**config.mk**
```make
export PLATFORM = sky130hd
export DESIGN_NAME = bfp_front
export DESIGN_NICKNAME = d
export VERILOG_FILES = /design/src/sv/bfp_pkg.sv /design/src/sv/bfp_front.sv
export SDC_FILE = /design/constraint.sdc
export NUM_CORES = 1
export LEC_CHECK = 0
export BUFFER_PORTS_ARGS = -buffer_cell sky130_fd_sc_hd__buf_4
export CAP_MARGIN = 30
export CORE_MARGIN = 3
export CORE_UTILIZATION = 50
export DETAILED_ROUTE_END_ITERATION = 6
export PLACE_DENSITY = 0.81
export SKIP_LAST_GASP = 1
export SLEW_MARGIN = 15
export SYNTH_ARGS = -nofsm -noshare
export SYNTH_HDL_FRONTEND = slang
export SYNTH_SLANG_ARGS = --single-unit
```
**constraint.sdc**
```tcl
create_clock -name clk -period 5.5 [get_ports clk]
set_clock_uncertainty 0.05 [all_clocks]
set_input_delay 1.375 -clock clk [delete_from_list [all_inputs] [get_ports clk]]
set_output_delay 1.375 -clock clk [all_outputs]
set_load 0.01 [all_outputs]
```
**src/sv/bfp_pkg.sv**
```systemverilog
// Shared types, constants and the arctangent table for the bearing pipeline.
package bfp_pkg;

  // Working widths: vector components and the fine angle accumulator
  localparam int VW = 38;
  localparam int AW = 31;
  localparam int OW = 21;
  localparam int TABLE_LEN = 24;

  // Fine angle constants, degrees with 20 fraction bits
  localparam logic signed [AW-1:0] DEG180_FINE = AW'(180 * (1 << 20));
  localparam logic signed [AW-1:0] DEG360_FINE = AW'(360 * (1 << 20));

  // Output angle constants, degrees with 12 fraction bits
  localparam logic [OW-1:0] DEG0_OUT   = OW'(0);
  localparam logic [OW-1:0] DEG90_OUT  = OW'(90 * 4096);
  localparam logic [OW-1:0] DEG180_OUT = OW'(180 * 4096);
  localparam logic [OW-1:0] DEG270_OUT = OW'(270 * 4096);
  localparam logic [OW:0]   DEG360_OUT = (OW+1)'(360 * 4096);

  // atan(2^-i) in degrees, 20 fraction bits
  localparam logic signed [AW-1:0] ARC_TABLE [TABLE_LEN] = '{
    AW'(47185920), AW'(27855475), AW'(14718068), AW'(7471121),
    AW'(3750058),  AW'(1876857),  AW'(938658),   AW'(469357),
    AW'(234682),   AW'(117342),   AW'(58671),    AW'(29335),
    AW'(14668),    AW'(7334),     AW'(3667),     AW'(1833),
    AW'(917),      AW'(458),      AW'(229),      AW'(115),
    AW'(57),       AW'(29),       AW'(14),       AW'(7)
  };

  // One pipeline beat moving between cells
  typedef struct packed {
    logic                  special;
    logic [OW-1:0]         special_val;
    logic signed [VW-1:0]  vx;
    logic signed [VW-1:0]  vy;
    logic signed [AW-1:0]  acc;
  } work_t;

endpackage

```
**src/sv/bfp_front.sv**
```systemverilog
// Entry stage: difference vector, axis cases and half-plane fold.
module bfp_front (
  input  logic                clk,
  input  logic                rst,
  input  logic                in_valid,
  input  logic signed [17:0]  first_x,
  input  logic signed [17:0]  first_y,
  input  logic signed [17:0]  second_x,
  input  logic signed [17:0]  second_y,
  input  logic                ready_out,
  output logic                ready_in,
  output logic                valid,
  output bfp_pkg::work_t      data
);

  logic signed [18:0] dx;
  logic signed [18:0] dy;
  logic signed [18:0] dx_f;
  logic signed [18:0] dy_f;
  logic               south;
  bfp_pkg::work_t     data_next;

  assign ready_in = !valid || ready_out;

  // Form the difference vector and classify it
  always_comb begin
    dx = {second_x[17], second_x} - {first_x[17], first_x};
    dy = {second_y[17], second_y} - {first_y[17], first_y};
    south = dy[18];
    dx_f = south ? -dx : dx;
    dy_f = south ? -dy : dy;
    data_next.vx = {{(bfp_pkg::VW-35){dy_f[18]}}, dy_f, 16'b0};
    data_next.vy = {{(bfp_pkg::VW-35){dx_f[18]}}, dx_f, 16'b0};
    data_next.acc = south ? bfp_pkg::DEG180_FINE : '0;
    data_next.special = 1'b0;
    data_next.special_val = bfp_pkg::DEG0_OUT;
    if (dx == '0) begin
      data_next.special = 1'b1;
      if (dy == '0) begin
        data_next.special_val = bfp_pkg::DEG90_OUT;
      end else if (south) begin
        data_next.special_val = bfp_pkg::DEG180_OUT;
      end else begin
        data_next.special_val = bfp_pkg::DEG0_OUT;
      end
    end else if (dy == '0) begin
      data_next.special = 1'b1;
      data_next.special_val = dx[18] ? bfp_pkg::DEG270_OUT : bfp_pkg::DEG90_OUT;
    end
  end

  // Load a beat when this stage is free or drains
  always_ff @(posedge clk) begin
    if (rst) begin
      valid <= 1'b0;
    end else if (ready_in) begin
      valid <= in_valid;
    end
  end

  always_ff @(posedge clk) begin
    if (ready_in) begin
      data <= data_next;
    end
  end

endmodule

```
## After elaboration in Yosys (flattened, before gate mapping)

Cells that the tools add are included.

- Reductions and logical operators: 4
- Multiplexer cells: 8
- $add $sub $neg: 4

Operator list:

| operator | number |
|---|---|
| $mux 21 | 2 |
| $mux 20 | 2 |
| $logic_not 19->1 | 2 |
| $mux 19 | 2 |
| $neg 19->19 | 2 |
| $sub 18x18->19 | 2 |
| $mux 28 | 1 |
| $mux 22 | 1 |
| $logic_not 1->1 | 1 |
| $logic_or 1x1->1 | 1 |

- Output and inout bits: 131
- Word-level logic and storage cells: 22
- Flip-flop bits (word level): 92
- Bits of input ports: 76

## Logic depth before layout (Yosys ltp)

- Depth after elaboration: 4
- Depth in mapped cells: 14
- Mapped depth without buffers: 13

## Worst setup path before layout

No wires, ideal clock.

- Path type: input -> output
- Start point: in ready_out
- End point: out ready_in
- Stages on the path: 1
- Path slack: 1467 ps
- Path buffers: 0
- Data required time: 4075 ps
- Data arrival time: 2608 ps
- Cells stage by stage: nand2b_1

- Word-level cells in the longest chain between the ends: 1

RTL lines:

| what | RTL line | RTL |
|---|---|---|
| start: declaration | bfp_front.sv:10 | `input logic ready_out,` |
| $logic_or 1x1->1 | bfp_front.sv:23 | `assign ready_in = !valid \|\| ready_out;` |
| end: declaration | bfp_front.sv:11 | `output logic ready_in,` |

No other way between the ends.

==> impl_metrics.toml <==
[power_and_ir_drop]
power_leakage_nw = 2.89
total_power_w = 0.00159
vdd_ir_drop_max_uv = 170
power_density_nw_per_um2 = 255

[yosys]
synth_warnings = 0
synth_edf_count = 46
synth.distinct_cells = 81
synth_seq_cells = 47
synth.area.top_cells = "edfxtp_1, buf_4, ha_1, xnor2_1, a21oi_1"
synthFlopType = "edfxtp_1"
netlist_area_sq_um = 5380
async_flop_share = 0
syn-mean-instance-area_sq_um = 8.90
yosysSeqAreaShare = 0.261
yosysTopAreaCell = "edfxtp_1"
syn-instance-count = 604
synth_commonest_cells = "buf_4, inv_1, edfxtp_1"
synth.most_common_cell = "buf_4"
yosys.area.top_type_share = 0.257

[finish]
design_area_sq_um = 6230
area_growth_pct = 15.9
nFillCells = 938
drive_above_1_share = 0.256
insertedDiodeCount = 0
nNetsFinal = 833

[sta]
timing.final.crit_share = 0.787
hold_viol_final = 0
max_freq_ghz = 0.231
fin_setup_tns_ns = 0
period_needed_ns = 4.33
tightest_slew_ns = 0.647
drv_slew = 0
rsz0062_at_grt = "false"
timing.slew.headroom = 0.565
final-setup-viol-count = 0

[cts]
cts-root-buf = "clkbuf_8"
cts.path.max_buffers = 2
clock_sinks = 47
cts_repair_resize_count = 0
h-tree-depth = 2
cts_tree = "done"
insertion_delay_ns = 0.30
cts_setup_buffers = 0
numCtsBuffers = 5
path_clk_slew_ns = 0.09
hold_buffers = 0

[die]
die_w_um = 110
start_util = 0.518
io_pins = 207
dieArea_sq_um = 12000
die_h_um = 110
rows = 37
core_area_sq_um = 10400

[place]
dp_hpwl_um = 10200
dpl_cell_area_sq_um = 6110
finalWeightedCongestion = 0.917
port_buffers = 134

[detailed_routing]
routed_wl_um = 12500
drtIter0Drc = 214
ant_nets = 0
drc = 0
avgViaCountPerCell = 5.20
route.detailed.wl_per_inst_um = 14.6
first_pass_iters = 4
vias = 4443

[global_routing]
grt_usage = 0.199
antenna_found_initial = 0
overflow = 0
grt_pass1_vias = 4005
grt_pass1_wl_um = 19300
grt_max_degree = 49

[flow_run]
cap_violations = 0

[worst_setup_path]
cp_data_arrival_time_ns = 4.33
critPathCaptureType = "flop"
crit_type = "in -> reg"
startpoint_type = "primary input"
critPathMaxFanout = 26
cp_data_required_time_ns = 5.50

[outcome]
status = "complete, no violations"

[worst_hold_path]
hold_path_class = "reg -> reg"
## cell usage in the layout (no fill, tap or decap), drive strengths merged, types with 6 or more instances in the layout
cell,instances
conb,72
a21o,15
ha,38
xor2,17
a21oi,43
nand3,9
o211ai,9
o21a,12
and3,8
inv,54
a211oi,9
buf,136
edfxtp,46
o2111ai,6
nand2,30
nor2b,7
nor3,15
o21ai,20
a31oi,9
xnor2,39
nor2,36
## worst paths after layout
path	from	to	slack [ns]	depth (start not counted)
setup reg to reg	valid$_SDFFE_PP0P_	data[47]$_DFFE_PP_	4.14	2
setup / recovery	second_y[0]	data[92]$_DFFE_PP_	1.17	15
hold / removal	valid$_SDFFE_PP0P_	data[123]$_DFFE_PP_	0.97	2
hold reg to reg	valid$_SDFFE_PP0P_	data[123]$_DFFE_PP_	0.97	2
## report_power, final
group	leakage, nW	total, W	internal (W)	switching [W]
Combinational	2.34	0.000771	0.000357	0.000414
Sequential	0.496	0.000554	0.000512	0.0000414
Clock	0.0548	0.000263	0.000137	0.000126
Total	2.89	0.00159	0.00101	0.000581
## state kept, by name, indices dropped and copies added (netlist names)
| register | cells |
|---|---|
| data | 46 |
| valid | 1 |
## metrics by stage
stage                     hold WS (ns)  cells  utilization  setup slack, ns
after global routing              1.04    854        0.601            0.941
after floorplan                   1.39    675            -             1.47
after CTS                        0.996    854        0.601             1.19
after detailed placement         0.981    846        0.590            0.857
after global placement           0.938    845        0.587            0.643
final                            0.974    854        0.601             1.17
## layer usage
layer | share of wire | up-vias | GRT usage
met3 | 0.078 | 20 | 0.0276
met4 | 0.018 | 0 | 0.0481
met5 | 0 | - | 0
met2 | 0.47 | 191 | 0.334
li1 | - | 2235 | -
met1 | 0.44 | 1997 | 0.272
## worst max-delay path, stage by stage
cell and delay, ns:
buf_4 0.11, inv_1 0.04, ha_1 0.17, inv_1 0.06, fa_1 0.41, a21oi_2 0.22
o221a_4 0.26, o211ai_2 0.12, a2111oi_4 0.45, nor3b_1 0.10, o21a_1 0.32, buf_16 0.22
clkinv_1 0.14, o21ai_0 0.14, xor2_1 0.17
## final cells by class
class                   instances  area [sq um]  share of cell area
clock buffers                   5          68.8              0.0110
clock inverters                 3          46.3             0.00743
inverters                      54           203              0.0325
multi-input cells             473          3300               0.530
flip-flops and latches         47          1400               0.225
well taps                     136           170              0.0273
repair buffers                136          1040               0.167
## cells by family after synthesis
| logic type | share of synthesized area |
|---|---|
| compound gates | 0.223 |
| mux | 0.00372 |
| simple gates | 0.145 |
| xor+xnor | 0.0947 |
| other cells | 0.000697 |
| flops | 0.261 |
| fa+ha+maj | 0.0959 |
| buf+inv | 0.176 |
Note: power is estimated with default switching activity, not from simulation.
