## src/sv/bfp_pkg.sv

```systemverilog
// Shared types, constants and the arctangent table for the bearing pipeline.
package bfp_pkg;

  // Working widths: vector components and the fine angle accumulator
  localparam int VW = 38;
  localparam int AW = 31;
  localparam int OW = 21;
  localparam int TABLE_LEN = 24;

  // Fine angle constants, degrees with 20 fraction bits
  localparam logic signed [AW-1:0] DEG180_FINE = AW'(180 * (1 << 20));
  localparam logic signed [AW-1:0] DEG360_FINE = AW'(360 * (1 << 20));

  // Output angle constants, degrees with 12 fraction bits
  localparam logic [OW-1:0] DEG0_OUT   = OW'(0);
  localparam logic [OW-1:0] DEG90_OUT  = OW'(90 * 4096);
  localparam logic [OW-1:0] DEG180_OUT = OW'(180 * 4096);
  localparam logic [OW-1:0] DEG270_OUT = OW'(270 * 4096);
  localparam logic [OW:0]   DEG360_OUT = (OW+1)'(360 * 4096);

  // atan(2^-i) in degrees, 20 fraction bits
  localparam logic signed [AW-1:0] ARC_TABLE [TABLE_LEN] = '{
    AW'(47185920), AW'(27855475), AW'(14718068), AW'(7471121),
    AW'(3750058),  AW'(1876857),  AW'(938658),   AW'(469357),
    AW'(234682),   AW'(117342),   AW'(58671),    AW'(29335),
    AW'(14668),    AW'(7334),     AW'(3667),     AW'(1833),
    AW'(917),      AW'(458),      AW'(229),      AW'(115),
    AW'(57),       AW'(29),       AW'(14),       AW'(7)
  };

  // One pipeline beat moving between cells
  typedef struct packed {
    logic                  special;
    logic [OW-1:0]         special_val;
    logic signed [VW-1:0]  vx;
    logic signed [VW-1:0]  vy;
    logic signed [AW-1:0]  acc;
  } work_t;

endpackage

```

## src/sv/bfp_cell.sv

```systemverilog
// One CORDIC vectoring micro-rotation cell of the pipeline chain.
module bfp_cell #(
  parameter int STEP = 0
) (
  input  logic            clk,
  input  logic            rst,
  input  logic            valid_in,
  input  bfp_pkg::work_t  data_in,
  input  logic            ready_out,
  output logic            ready_in,
  output logic            valid,
  output bfp_pkg::work_t  data
);

  logic signed [bfp_pkg::VW-1:0] sx;
  logic signed [bfp_pkg::VW-1:0] sy;
  logic                          up;
  bfp_pkg::work_t                data_next;

  assign ready_in = !valid || ready_out;

  // Rotate toward the x axis and track the angle
  always_comb begin
    sx = data_in.vx >>> STEP;
    sy = data_in.vy >>> STEP;
    up = !data_in.vy[bfp_pkg::VW-1] && (data_in.vy != '0);
    data_next = data_in;
    if (up) begin
      data_next.vx  = data_in.vx + sy;
      data_next.vy  = data_in.vy - sx;
      data_next.acc = data_in.acc + bfp_pkg::ARC_TABLE[STEP];
    end else begin
      data_next.vx  = data_in.vx - sy;
      data_next.vy  = data_in.vy + sx;
      data_next.acc = data_in.acc - bfp_pkg::ARC_TABLE[STEP];
    end
  end

  // Advance when free or when the neighbor takes the held beat
  always_ff @(posedge clk) begin
    if (rst) begin
      valid <= 1'b0;
    end else if (ready_in) begin
      valid <= valid_in;
    end
  end

  always_ff @(posedge clk) begin
    if (ready_in) begin
      data <= data_next;
    end
  end

endmodule

```

## config.mk

```make
export PLATFORM = sky130hd
export DESIGN_NAME = bfp_cell
export DESIGN_NICKNAME = d
export VERILOG_FILES = /design/src/sv/bfp_pkg.sv /design/src/sv/bfp_cell.sv
export SDC_FILE = /design/constraint.sdc
export NUM_CORES = 1
export LEC_CHECK = 0
export BUFFER_PORTS_ARGS = -buffer_cell sky130_fd_sc_hd__buf_2
export CORE_UTILIZATION = 56
export DETAILED_ROUTE_END_ITERATION = 8
export HOLD_SLACK_MARGIN = 0.06
export PLACE_DENSITY = 0.92
export SLEW_MARGIN = 30
export SYNTH_ARGS = -nofsm -noshare
export SYNTH_HDL_FRONTEND = slang
export SYNTH_SLANG_ARGS = --single-unit
```

## constraint.sdc

```tcl
create_clock -name clk -period 5.2 [get_ports clk]
set_clock_uncertainty 0.1 [all_clocks]
set_input_delay 0.26 -clock clk [delete_from_list [all_inputs] [get_ports clk]]
set_output_delay 0.26 -clock clk [all_outputs]
set_load 0.02 [all_outputs]
```

Yosys cells after proc, flatten, opt, wreduce, memory -nomap -nowiden
Index checks and enable logic that the tools add are counted.

Output and inout bits: 131. Bits in registers: 130.

Add/subtract/negate cells: 5. Reduce and logical (&&, ||, !) cells: 5. Muxes and demuxes: 1.

Operators by type and width (number): 2-to-1 mux 107 bit (1); subtractor 38 bit (2); adder 38 bit (1); nonzero test 38 bit (1); adder 31 x 27 -> 31 bit (second input constant) (1); subtractor 31 x 27 -> 31 bit (second input constant) (1); zero test 1 bit (2); logical AND 1 bit (1); logical OR 1 bit (1).

Depth between registers and ports, before layout
Word-level depth: 3. Gate-level depth with buffers: 17.

Least setup slack after synthesis
No wires, ideal clock.

Kind: input to register. From: input ready_out. To: register data[0] (netlist bit), enable pin. Required time: 4.582 ns. Path buffers: 0. Path slack: 1.075 ns. Stages on the path: 1. Data arrival time: 3.507 ns. Path through: nand2b_1.

Cells in the longest elaborated chain, start to end: 1.

Ends and longest elaborated chain: start, declared (RTL line bfp_cell.sv:9) `input logic ready_out,`; logical OR 1 bit (RTL line bfp_cell.sv:20) `assign ready_in = !valid || ready_out;`; end signal, assigned (RTL line bfp_cell.sv:50) `data <= data_next;`; end, declared (RTL line bfp_cell.sv:12) `output bfp_pkg::work_t data`.

Every way passes these cells. A chain may end at the register's enable or synchronous reset.

==> metrics.txt <==
status=complete, no violations; RR Startpoint=valid; Post-synth EDFFs=128; post-route ant nets=0; Setup WS post-layout=1367 ps; critical setup path kind=input port to flop; Worst Tran Pin Value=983.3 ps; pre-CTS setup slack=1180 ps; IO Port Bufs=263; share of total power in sequential cells=0.341; Die Y=143.0 um; R2R depth=2; max cap viols=0; data arrival time of the critical path=3900 ps; GRT overflow=0; Comb power frac=0.353; Tot GR Track Use=0.3680; share of layout cells above drive strength 1=0.2103; yosys warns=0; syn_area_per_cell=8.894 um2; TNS Setup=0 ps; ys async rst share=0; final setup fails=0; Nets=1,781; ys flop type=edfxtp_1; routability cong.=0.9583; TritonCTS clock tree=done; reported leakage power=0.006197 uW; CP required=5270 ps; final hold violations=0; antenna violations before repair=6; relative max-transition margin=0.3429; reg2reg end=data[99]; CP max FO=37; syn nets=1,508; cell mode on critical path=o21ai_0; post_cts resized=0; Sink Count=129; startpoint types=input port; vias=11,091; starting density of the core=0.5717; P per Cell Area=305.5 nW/um2; DRC viols=0; maximum clock path buffer count=2; final wirelength=37.95 mm; CTS buffer count=17; Iter 0 DRT Violations=1,248; WL/cell=21.00 um; Cell Area, Synth=11,130 um2; CP max stage delay=560 ps; worst skew pair latency=430 ps; HPWL after DPL=27.77 mm; clk root buf=clkbuf_16; part of the cycle the worst path needs=0.7371; fin crit period=3833 ps; reg-to-reg slack, setup=3390 ps; vias per inst=6.138; min-delay src=data_in[69]; Slowest-stage cell, CP=nor4_1; H-tree depth=4; Worst-path clk slew=60 ps; largest net degree at the start of global routing=84; Chip Width=143.0 um; switching power=1536 uW; fmax=260.9 MHz; critical path, cell by cell=buf_2 -> nor4_1 -> nand4_1 -> nor3_1 -> nor2_4 -> ha_1 -> nor2b_1 -> o21ai_0 -> a21boi_0 -> o21ai_0 -> nand2b_1 -> a21o_1 -> a21oi_1 -> o21ai_0 -> xnor2_1; #FFs+latches synth=129; Final Instance Area=13,670 um2; Mapped Cells=1,251; # rows=51; Critical Path End Type=flop; hold path cells=3; Fill cells=1,459; post-layout util=0.7022; number of global-route vias before repair=10,530; Switching Fraction=0.3679; first-pass detailed-route iteration total=6; maximum VDD drop=0.0002214 V; Final Slew Violations=0; post-synth cell types=69; Core Area=19,460 um2; Internal Pwr Total=2639 uW; clock power share=0.306; RSZ-0062 raised after global routing=false; Post-DP Area=12,590 um2; global-route wire length before repair=56.24 mm; I/O pin total=264; delay-heaviest family, CP=simple AND/OR/NAND/NOR gates; area grow syn2layout=22.83%; sequential fraction of the synthesis area=0.3472; Worst Hold End=data[69]; Buf/Inv on CP=1; worst min path class=input port to flop; die area=20,440 um2
power by group through the flow:
stage / clock [uW] / sequential [uW] / combinational (uW)
2_1_floorplan: 0 / 1670 / 699
3_3_place_gp: 0 / 1430 / 1390
3_5_place_dp: 0 / 1440 / 1400
4_1_cts: 1270 / 1420 / 1440
5_1_grt: 1320 / 1440 / 1570
6_report: 1280 / 1420 / 1470
through the flow:
stage          hold WS (ps)  std cells  total power (uW)
4_1_cts               139.4       1801              4128
3_3_place_gp          313.8       1725              2819
3_5_place_dp          317.9       1725              2834
6_report              149.9       1807              4175
5_1_grt               158.8       1806              4326
2_1_floorplan         229.1       1251              2373
worst min-delay path: cells and delay by family:
kind                       cells  cell delay (ps)
adders and majority gates      1              120
buffers and inverters          2              140
state kept, by name (all words and copies together), names as in the netlist:
signal and cells:
valid 1, data 128
logic make-up after synthesis:
| kind of cell | Yosys count | share of synthesized area |
|---|---|---|
| buffers and inverters | 181 | 0.06252 |
| muxes | 13 | 0.01214 |
| AOI/OAI and AO/OA | 402 | 0.2336 |
| adders and majority gates | 124 | 0.1421 |
| and+or+nand+nor | 321 | 0.1386 |
| DFF | 129 | 0.3472 |
| xor gates and xnor gates | 81 | 0.06376 |
layer usage:
metal / up-vias / routed length, um / global-route usage / part of all wire
li1: 5064 / - / - / -
met1: 5194 / 14640 / 0.4364 / 0.39
met2: 684 / 18040 / 0.6228 / 0.48
met3: 149 / 3096 / 0.06472 / 0.082
met4: 0 / 2169 / 0.2196 / 0.057
met5: - / 0 / 0 / 0
cell type report:
| type | count | area, um2 | area share |
|---|---|---|---|
| Antenna cell | 6 | 15.01 | 0.001099 |
| Clock buffer | 17 | 425.4 | 0.03113 |
| Clock inverter | 14 | 180.2 | 0.01318 |
| Inverter | 124 | 465.4 | 0.03406 |
| Multi-Input combinational cell | 941 | 6584 | 0.4817 |
| Sequential cell | 129 | 3864 | 0.2827 |
| Tap cell | 265 | 331.6 | 0.02426 |
| Timing Repair Buffer | 311 | 1802 | 0.1318 |
cells in the final DEF, fill, tap and decap left out, types with 28 or more instances in the layout:
cell type	instances
a21o_1	36
o21ai_0	75
inv_1	123
nor3_1	28
xnor2_1	70
nor2_1	111
a21oi_1	142
edfxtp_1	128
buf_2	263
dlygate4sd3_1	45
nand2_1	66
ha_1	120
repair_timing:
item / 4_1_cts / 5_1_grt
setup buffers: 0 / 0
hold buffers: 45 / 0
setup endpoints to repair: 0 / 0
endpoints found under the hold margin: 44 / 0
cells in the mapped netlist, types with 3 or more instances:
cell type	number	area [um2]
a2111oi_0	4	35.03
a211o_1	5	43.79
a211oi_1	13	97.59
a21boi_0	6	45.04
a21o_1	36	270.3
a21oi_1	142	710.7
a221oi_1	11	96.34
a31oi_1	10	62.56
and2_1	4	25.02
and3_1	4	25.02
buf_1	4	15.01
buf_2	7	35.03
clkbuf_1	44	165.2
edfxtp_1	128	3844
fa_1	4	80.08
ha_1	120	1501
inv_1	124	465.5
mux2i_1	12	120.1
nand2_1	66	247.7
nand2b_1	17	106.4
nand3_1	15	75.07
nand4_1	14	87.58
nor2_1	112	420.4
nor2b_1	17	106.4
nor3_1	28	140.1
nor3b_1	3	22.52
nor4_1	17	106.4
o211a_1	3	30.03
o211ai_1	13	97.59
o21a_1	8	60.06
o21ai_0	75	375.4
o21bai_1	22	165.2
o22ai_1	5	31.28
o31ai_1	15	112.6
o41ai_1	3	26.28
o41ai_2	3	48.80
or2_2	6	37.54
or3_1	8	50.05
xnor2_1	70	613.1
xor2_1	11	96.34
worst max path at each step:
stage	start	endpoint	slack, ps	depth (start not counted)
4_1_cts	data_in[56]	data[30]	1510	15
3_3_place_gp	data_in[43]	data[30]	1350	15
6_report	data_in[43]	data[30]	1370	15
3_5_place_dp	data_in[56]	data[30]	1180	15
2_1_floorplan	ready_out	data[0]	1080	1
5_1_grt	data_in[43]	data[30]	1320	15
Note: power is estimated with default switching activity, not from simulation.
