==> config.mk <==
export PLATFORM = sky130hd
export DESIGN_NAME = bfp_back
export DESIGN_NICKNAME = d
export VERILOG_FILES = /design/src/sv/bfp_pkg.sv /design/src/sv/bfp_back.sv
export SDC_FILE = /design/constraint.sdc
export NUM_CORES = 1
export LEC_CHECK = 0
export ABC_AREA = 1
export BUFFER_PORTS_ARGS = -buffer_cell sky130_fd_sc_hd__clkbuf_2
export CORE_ASPECT_RATIO = 2
export CORE_MARGIN = 3
export CORE_UTILIZATION = 42
export DETAILED_ROUTE_END_ITERATION = 10
export HOLD_SLACK_MARGIN = 0.02
export PLACE_DENSITY = 0.87
export SYNTH_ARGS = -nofsm -noshare
export SYNTH_HDL_FRONTEND = slang
export SYNTH_SLANG_ARGS = --single-unit
==> constraint.sdc <==
create_clock -name clk -period 4.4 [get_ports clk]
set_clock_uncertainty 0.05 [all_clocks]
set_input_delay 0.88 -clock clk [delete_from_list [all_inputs] [get_ports clk]]
set_output_delay 0.88 -clock clk [all_outputs]
set_load 0.01 [all_outputs]
==> src/sv/bfp_pkg.sv <==
// Shared types, constants and the arctangent table for the bearing pipeline.
package bfp_pkg;

  // Working widths: vector components and the fine angle accumulator
  localparam int VW = 38;
  localparam int AW = 31;
  localparam int OW = 21;
  localparam int TABLE_LEN = 24;

  // Fine angle constants, degrees with 20 fraction bits
  localparam logic signed [AW-1:0] DEG180_FINE = AW'(180 * (1 << 20));
  localparam logic signed [AW-1:0] DEG360_FINE = AW'(360 * (1 << 20));

  // Output angle constants, degrees with 12 fraction bits
  localparam logic [OW-1:0] DEG0_OUT   = OW'(0);
  localparam logic [OW-1:0] DEG90_OUT  = OW'(90 * 4096);
  localparam logic [OW-1:0] DEG180_OUT = OW'(180 * 4096);
  localparam logic [OW-1:0] DEG270_OUT = OW'(270 * 4096);
  localparam logic [OW:0]   DEG360_OUT = (OW+1)'(360 * 4096);

  // atan(2^-i) in degrees, 20 fraction bits
  localparam logic signed [AW-1:0] ARC_TABLE [TABLE_LEN] = '{
    AW'(47185920), AW'(27855475), AW'(14718068), AW'(7471121),
    AW'(3750058),  AW'(1876857),  AW'(938658),   AW'(469357),
    AW'(234682),   AW'(117342),   AW'(58671),    AW'(29335),
    AW'(14668),    AW'(7334),     AW'(3667),     AW'(1833),
    AW'(917),      AW'(458),      AW'(229),      AW'(115),
    AW'(57),       AW'(29),       AW'(14),       AW'(7)
  };

  // One pipeline beat moving between cells
  typedef struct packed {
    logic                  special;
    logic [OW-1:0]         special_val;
    logic signed [VW-1:0]  vx;
    logic signed [VW-1:0]  vy;
    logic signed [AW-1:0]  acc;
  } work_t;

endpackage

==> src/sv/bfp_back.sv <==
// Exit stage: fold into 0..360, round to 12 fraction bits, output register.
module bfp_back (
  input  logic                        clk,
  input  logic                        rst,
  input  logic                        valid_in,
  input  bfp_pkg::work_t              data_in,
  input  logic                        out_stall,
  output logic                        ready_in,
  output logic                        out_valid,
  output logic [bfp_pkg::OW-1:0]      bearing_deg
);

  logic signed [bfp_pkg::AW-1:0] acc_pos;
  logic [29:0]                   rnd;
  logic [bfp_pkg::OW:0]          res;
  logic [bfp_pkg::OW-1:0]        bearing_next;

  assign ready_in = !out_valid || !out_stall;

  // Wrap negative angles, round half up, fold 360 to 0
  always_comb begin
    acc_pos = data_in.acc[bfp_pkg::AW-1] ? data_in.acc + bfp_pkg::DEG360_FINE
                                         : data_in.acc;
    rnd = acc_pos[29:0] + 30'd128;
    res = rnd[29:8];
    if (res >= bfp_pkg::DEG360_OUT) begin
      res = res - bfp_pkg::DEG360_OUT;
    end
    bearing_next = data_in.special ? data_in.special_val : res[bfp_pkg::OW-1:0];
  end

  // Hold the result while the receiver stalls
  always_ff @(posedge clk) begin
    if (rst) begin
      out_valid <= 1'b0;
    end else if (ready_in) begin
      out_valid <= valid_in;
    end
  end

  always_ff @(posedge clk) begin
    if (ready_in) begin
      bearing_deg <= bearing_next;
    end
  end

endmodule

# Word level (Yosys, flattened, before mapping)
# Index checks and enable logic that the tools add are counted.
op_classes:
  addsub: 3
  n_lt_le_gt_ge: 1
  n_mux: 3
  n_reduce_logical: 3
ops:
  columns: ["op", "count"]
  rows:
  - ["2-to-1 mux 21 bit", 2]
  - ["adder 30 bit (second input constant)", 1]
  - ["adder 30 x 8 -> 30 bit (second input constant)", 1]
  - ["2-to-1 mux 30 bit", 1]
  - ["greater-or-equal comparator 22 x 21 -> 1 bit (second input constant)", 1]
  - ["subtractor 21 bit (second input constant)", 1]
  - ["zero test 1 bit", 2]
  - ["logical OR 1 bit", 1]
word_totals:
  ff_bits: 22
  in_bits: 133

# Depth between registers and ports, before layout
depth:
  depth_word: 6
  mapped_depth: 18

# Least setup slack after synthesis
# No wires, ideal clock.
synth_timing:
  path_kind: "input-to-reg"
  start: "input port data_in[23] in the netlist's numbering"
  end: "register bearing_deg[19] in the netlist's numbering (data pin)"
  setup_ps: 252
  arrival_ps: 2300
  required_time_ps: 4098
  setup_slack_ps: 1798
  path_stages: 13
  path_buffers: 0
  path_cell_list: "ha_1 > o21ai_2 > nand4_1 > and2_1 > ha_1 > inv_1 > nand3_1 > nand2_1 > nand2_1 > nand2_1 > nand2_1 > nand2_1 > nand2_1"
synth_via:
  elab_chain_len: 6
  elab_cells_between_ends: 7
  classes_between: "3 x add/sub; 1 x order compare; 3 x mux"
synth_lines:
  columns: ["element", "line_no", "source"]
  rows:
  - ["start, declared", "bfp_back.sv:6", "input bfp_pkg::work_t data_in,"]
  - ["adder 30 bit", "bfp_back.sv:22", "acc_pos = data_in.acc[bfp_pkg::AW-1] ? data_in.acc + bfp_pkg::DEG360_FINE"]
  - ["2-to-1 mux 30 bit *", "bfp_back.sv:22", null]
  - ["adder 30 x 8 -> 30 bit *", "bfp_back.sv:24", "rnd = acc_pos[29:0] + 30'd128;"]
  - ["subtractor 21 bit / greater-or-equal comparator 22 x 21 -> 1 bit (equally long branches)", "bfp_back.sv:27, bfp_back.sv:26", null]
  - ["2-to-1 mux 21 bit *", "bfp_back.sv:26", "if (res >= bfp_pkg::DEG360_OUT) begin"]
  - ["2-to-1 mux 21 bit *", "bfp_back.sv:29", "bearing_next = data_in.special ? data_in.special_val : res[bfp_pkg::OW-1:0];"]
  - ["net bearing_next, one bit", "bfp_back.sv:16", "logic [bfp_pkg::OW-1:0] bearing_next;"]
  - ["end signal, assigned", "bfp_back.sv:43", "bearing_deg <= bearing_next;"]
  - ["end, declared", "bfp_back.sv:10", "output logic [bfp_pkg::OW-1:0] bearing_deg"]
# The timed path passes the listed nets; every way through them passes the cells marked *.
# A chain may end at the register's enable or synchronous reset.

# Worst setup path after layout
layout_timing:
  start: "input port data_in[7] in the netlist's numbering"
  end: "register bearing_deg[19] in the netlist's numbering (data pin)"
# Same word-level chain as after synthesis.

==> metrics <==
CP max stage cell=xor2_2; global routing usage on met1=15.1%; clock slew at reported path FFs=0.07 ns; initial antenna violation count=0; first-pass GRT wire length=6.60 mm; DIE HEIGHT=99.3 um; Mapped Area=1830 um^2; core area=between 4000 and 5000 um^2; worst hold path class=input port to flip-flop; via-per-instance ratio=around 4.8; RD Place Congestion=roughly 0.85; Hold Slack=0.720 ns; die width=52.7 um; Clock power frac=29.5%; clock latency on the worst-skew pair=0.26 ns; EDFF count, synth=21; TNS Setup=0 ns; Max FO, Critical Path=7; IO Pins=156; Hold Path Stages=2; synth unique cells=29; Gate Count Post-Synth=245; total wire length=4.01 mm; Antenna Diode Count=0; TritonCTS buffer count=3; Syn Area/Cell=7.46 um^2; Setup Viol. Count Final=0; net count after synthesis=381; Setup Fix Bufs, Post-CTS=0; Initial DRC Count=23; Int Pwr=0.446 mW; GR peak layer=met2; most frequent cell after synthesis=nand2_1; grt met3 use=between 1.5 and 2%; Psw=0.171 mW; H-tree depth=1; total global routing overflow=0; Critical Path Most Common Cell=nand2_1; required time of the worst setup path=~4.4 ns; status=completed; RSZ-0062 raised after global routing=no; number of global-route vias before repair=~1700; Fin. Hold Viols=0; HPWL Detailed=between 3 and 4 mm; FF-to-FF path depth=2; Reg2Reg Setup Slack=around 3.4 ns; Yosys reg bits=22; total number of vias=about 1800; ys flop type=edfxtp_1; LEAKAGE=1.19 nW; Power Density=268 nW/um^2; area delta synth->final=26.1%; Post-synth top cells=nand2_1, inv_1, edfxtp_1; Critical Path Sink Type=flip-flop; met2 global-route usage=around a third; crit start category=input port; Max transition margin=66.8%; Max VDD drop=0.000166 V; r2r endpoint=bearing_deg[9]; Switching Share=27.8%; hold_sp=rst; share of layout cells above drive strength 1=between 30% and 40%; Max Buffers Root-to-Sink=2; Clock Sinks=22; Hold Path Sink=out_valid; CTS tree=built; pin count of the biggest net entering global routing=30; max capacitance violation total=0; Nets=between 400 and 500; number of I/O port buffers=72; Data arrival, critical path=2.64 ns; Max Fclk=374 MHz; crit path cell chain=clkbuf_2 -> ha_1 -> nand2_1 -> nor2_2 -> nand2_4 -> nor2_8 -> nand3_4 -> nor2_2 -> nand2_1 -> xor2_2 -> nand2_4 -> nand2_1 -> nand2_1 -> nand2_1 -> nand2_1; num rows=33; Setup crit start=data_in[7]; gr usage total=between 10% and 20%; post-route ant nets=0; Synth area leader=edfxtp_1; ys async rst share=0%; Top delay family on crit path=simple AND/OR/NAND/NOR gates; combinational power share=28.2%; worst r2r src=out_valid; total die area=5230 um^2; WP buf/inv=1; starting density of the core=44.3%; largest cells by area after synthesis=edfxtp_1, nand2_1, nand3_1, xor2_1, inv_1; sequential share of power=42.3%; Synth top area share=around 34%; hold bufs inserted after CTS=0; Final period util=60.8%; post-synthesis sequential area ratio=35.6%; Final min period=2.68 ns; Slew Limit Fails=0; post-route DRC violation count=0; total of warnings raised by yosys=0; Setup CP Type=input port to flip-flop; Wirelength per Cell=10.9 um; Tot Pwr=just over 0.6 mW; post-CTS resize count=0; max incr delay on CP=0.34 ns; worst-margin pin slew=0.499 ns; Pre-antenna DRT Iters=4; CTS Root Cell=clkbuf_8
==> how the worst max path moves through the flow <==
stage,end,slack (ns),depth (start not counted)
2_1_floorplan,bearing_deg[19],1.80,13
3_3_place_gp,bearing_deg[19],1.51,15
3_5_place_dp,bearing_deg[19],1.44,15
4_1_cts,bearing_deg[19],1.71,15
5_1_grt,bearing_deg[18],1.50,15
6_report,bearing_deg[19],1.72,15
==> per-stage QoR <==
stage                     util, %  setup WS, ns  area (um^2)  cells
after CTS                    55.8          1.71         2310    369
after global routing         55.8          1.50         2310    369
after detailed placement     54.1          1.44         2230    365
after global placement       54.1          1.51         2230    365
final                        55.8          1.72         2310    369
after floorplan                 -          1.80         1830    245
==> power by group through the flow <==
stage	clock network, mW	logic [mW]	registers, mW
global placement	0	0.170	0.266
detailed placement	0	0.175	0.266
CTS	0.184	0.176	0.262
global route	0.192	0.197	0.264
finish	0.182	0.174	0.261
floorplan	0	0.0978	0.279
==> state kept, by name (all words and copies together) (netlist names) <==
| register | cells |
|---|---|
| bearing_deg | 21 |
| out_valid | 1 |
==> layout by cell type, fill, tap and decap left out, drive strengths merged <==
cell type | Yosys | layout
a31oi | 1 | 1
bufinv | 0 | 1
clkbuf | 3 | 75
xor2 | 13 | 13
nand2 | 94 | 94
xnor2 | 2 | 2
nor2 | 24 | 24
dfxtp | 1 | 1
nand3 | 22 | 22
buf | 2 | 1
a21o | 1 | 1
ha | 3 | 3
and2 | 1 | 1
o21ai | 17 | 17
a21oi | 6 | 6
nand4 | 6 | 6
nor3 | 1 | 1
edfxtp | 21 | 21
inv | 27 | 27
==> cells by family (layout without fill, tap and decap cells) <==
| family | count (synthesis) | count (layout) | synth area share (%) |
|---|---|---|---|
| xor gates and xnor gates | 15 | 15 | 8.42 |
| DFF | 22 | 22 | 35.6 |
| buffers and inverters | 32 | 104 | 6.98 |
| adders and majority gates | 3 | 3 | 2.05 |
| AOI/OAI and AO/OA | 25 | 25 | 7.26 |
| and+or+nand+nor | 148 | 148 | 39.7 |
==> routing by layer <==
metal | wire [um] | share of wire (%) | up-vias
met2 | 2350 | 59 | 49
met1 | 1360 | 34 | 795
met5 | 0 | 0 | -
met3 | 200 | 5.0 | 8
li1 | - | - | 936
met4 | 95 | 2.4 | 0
==> worst register-to-register path, delay by kind of cell (launching register included) <==
| kind | cells | cell delay [ns] |
|---|---|---|
| buffers and inverters | 1 | 0.27 |
| and+or+nand+nor | 1 | 0.05 |
| DFF | 1 | 0.31 |
==> cell type report <==
cell class	count	area, um^2
sequential	22	651
inverter	27	101
timing repair buffer	73	368
clock inverter	1	30.0
clock buffer	3	41.3
multi-input combinational	191	1050
tap	52	65.1
fill	428	1820
Note: power is estimated with default switching activity, not from simulation.
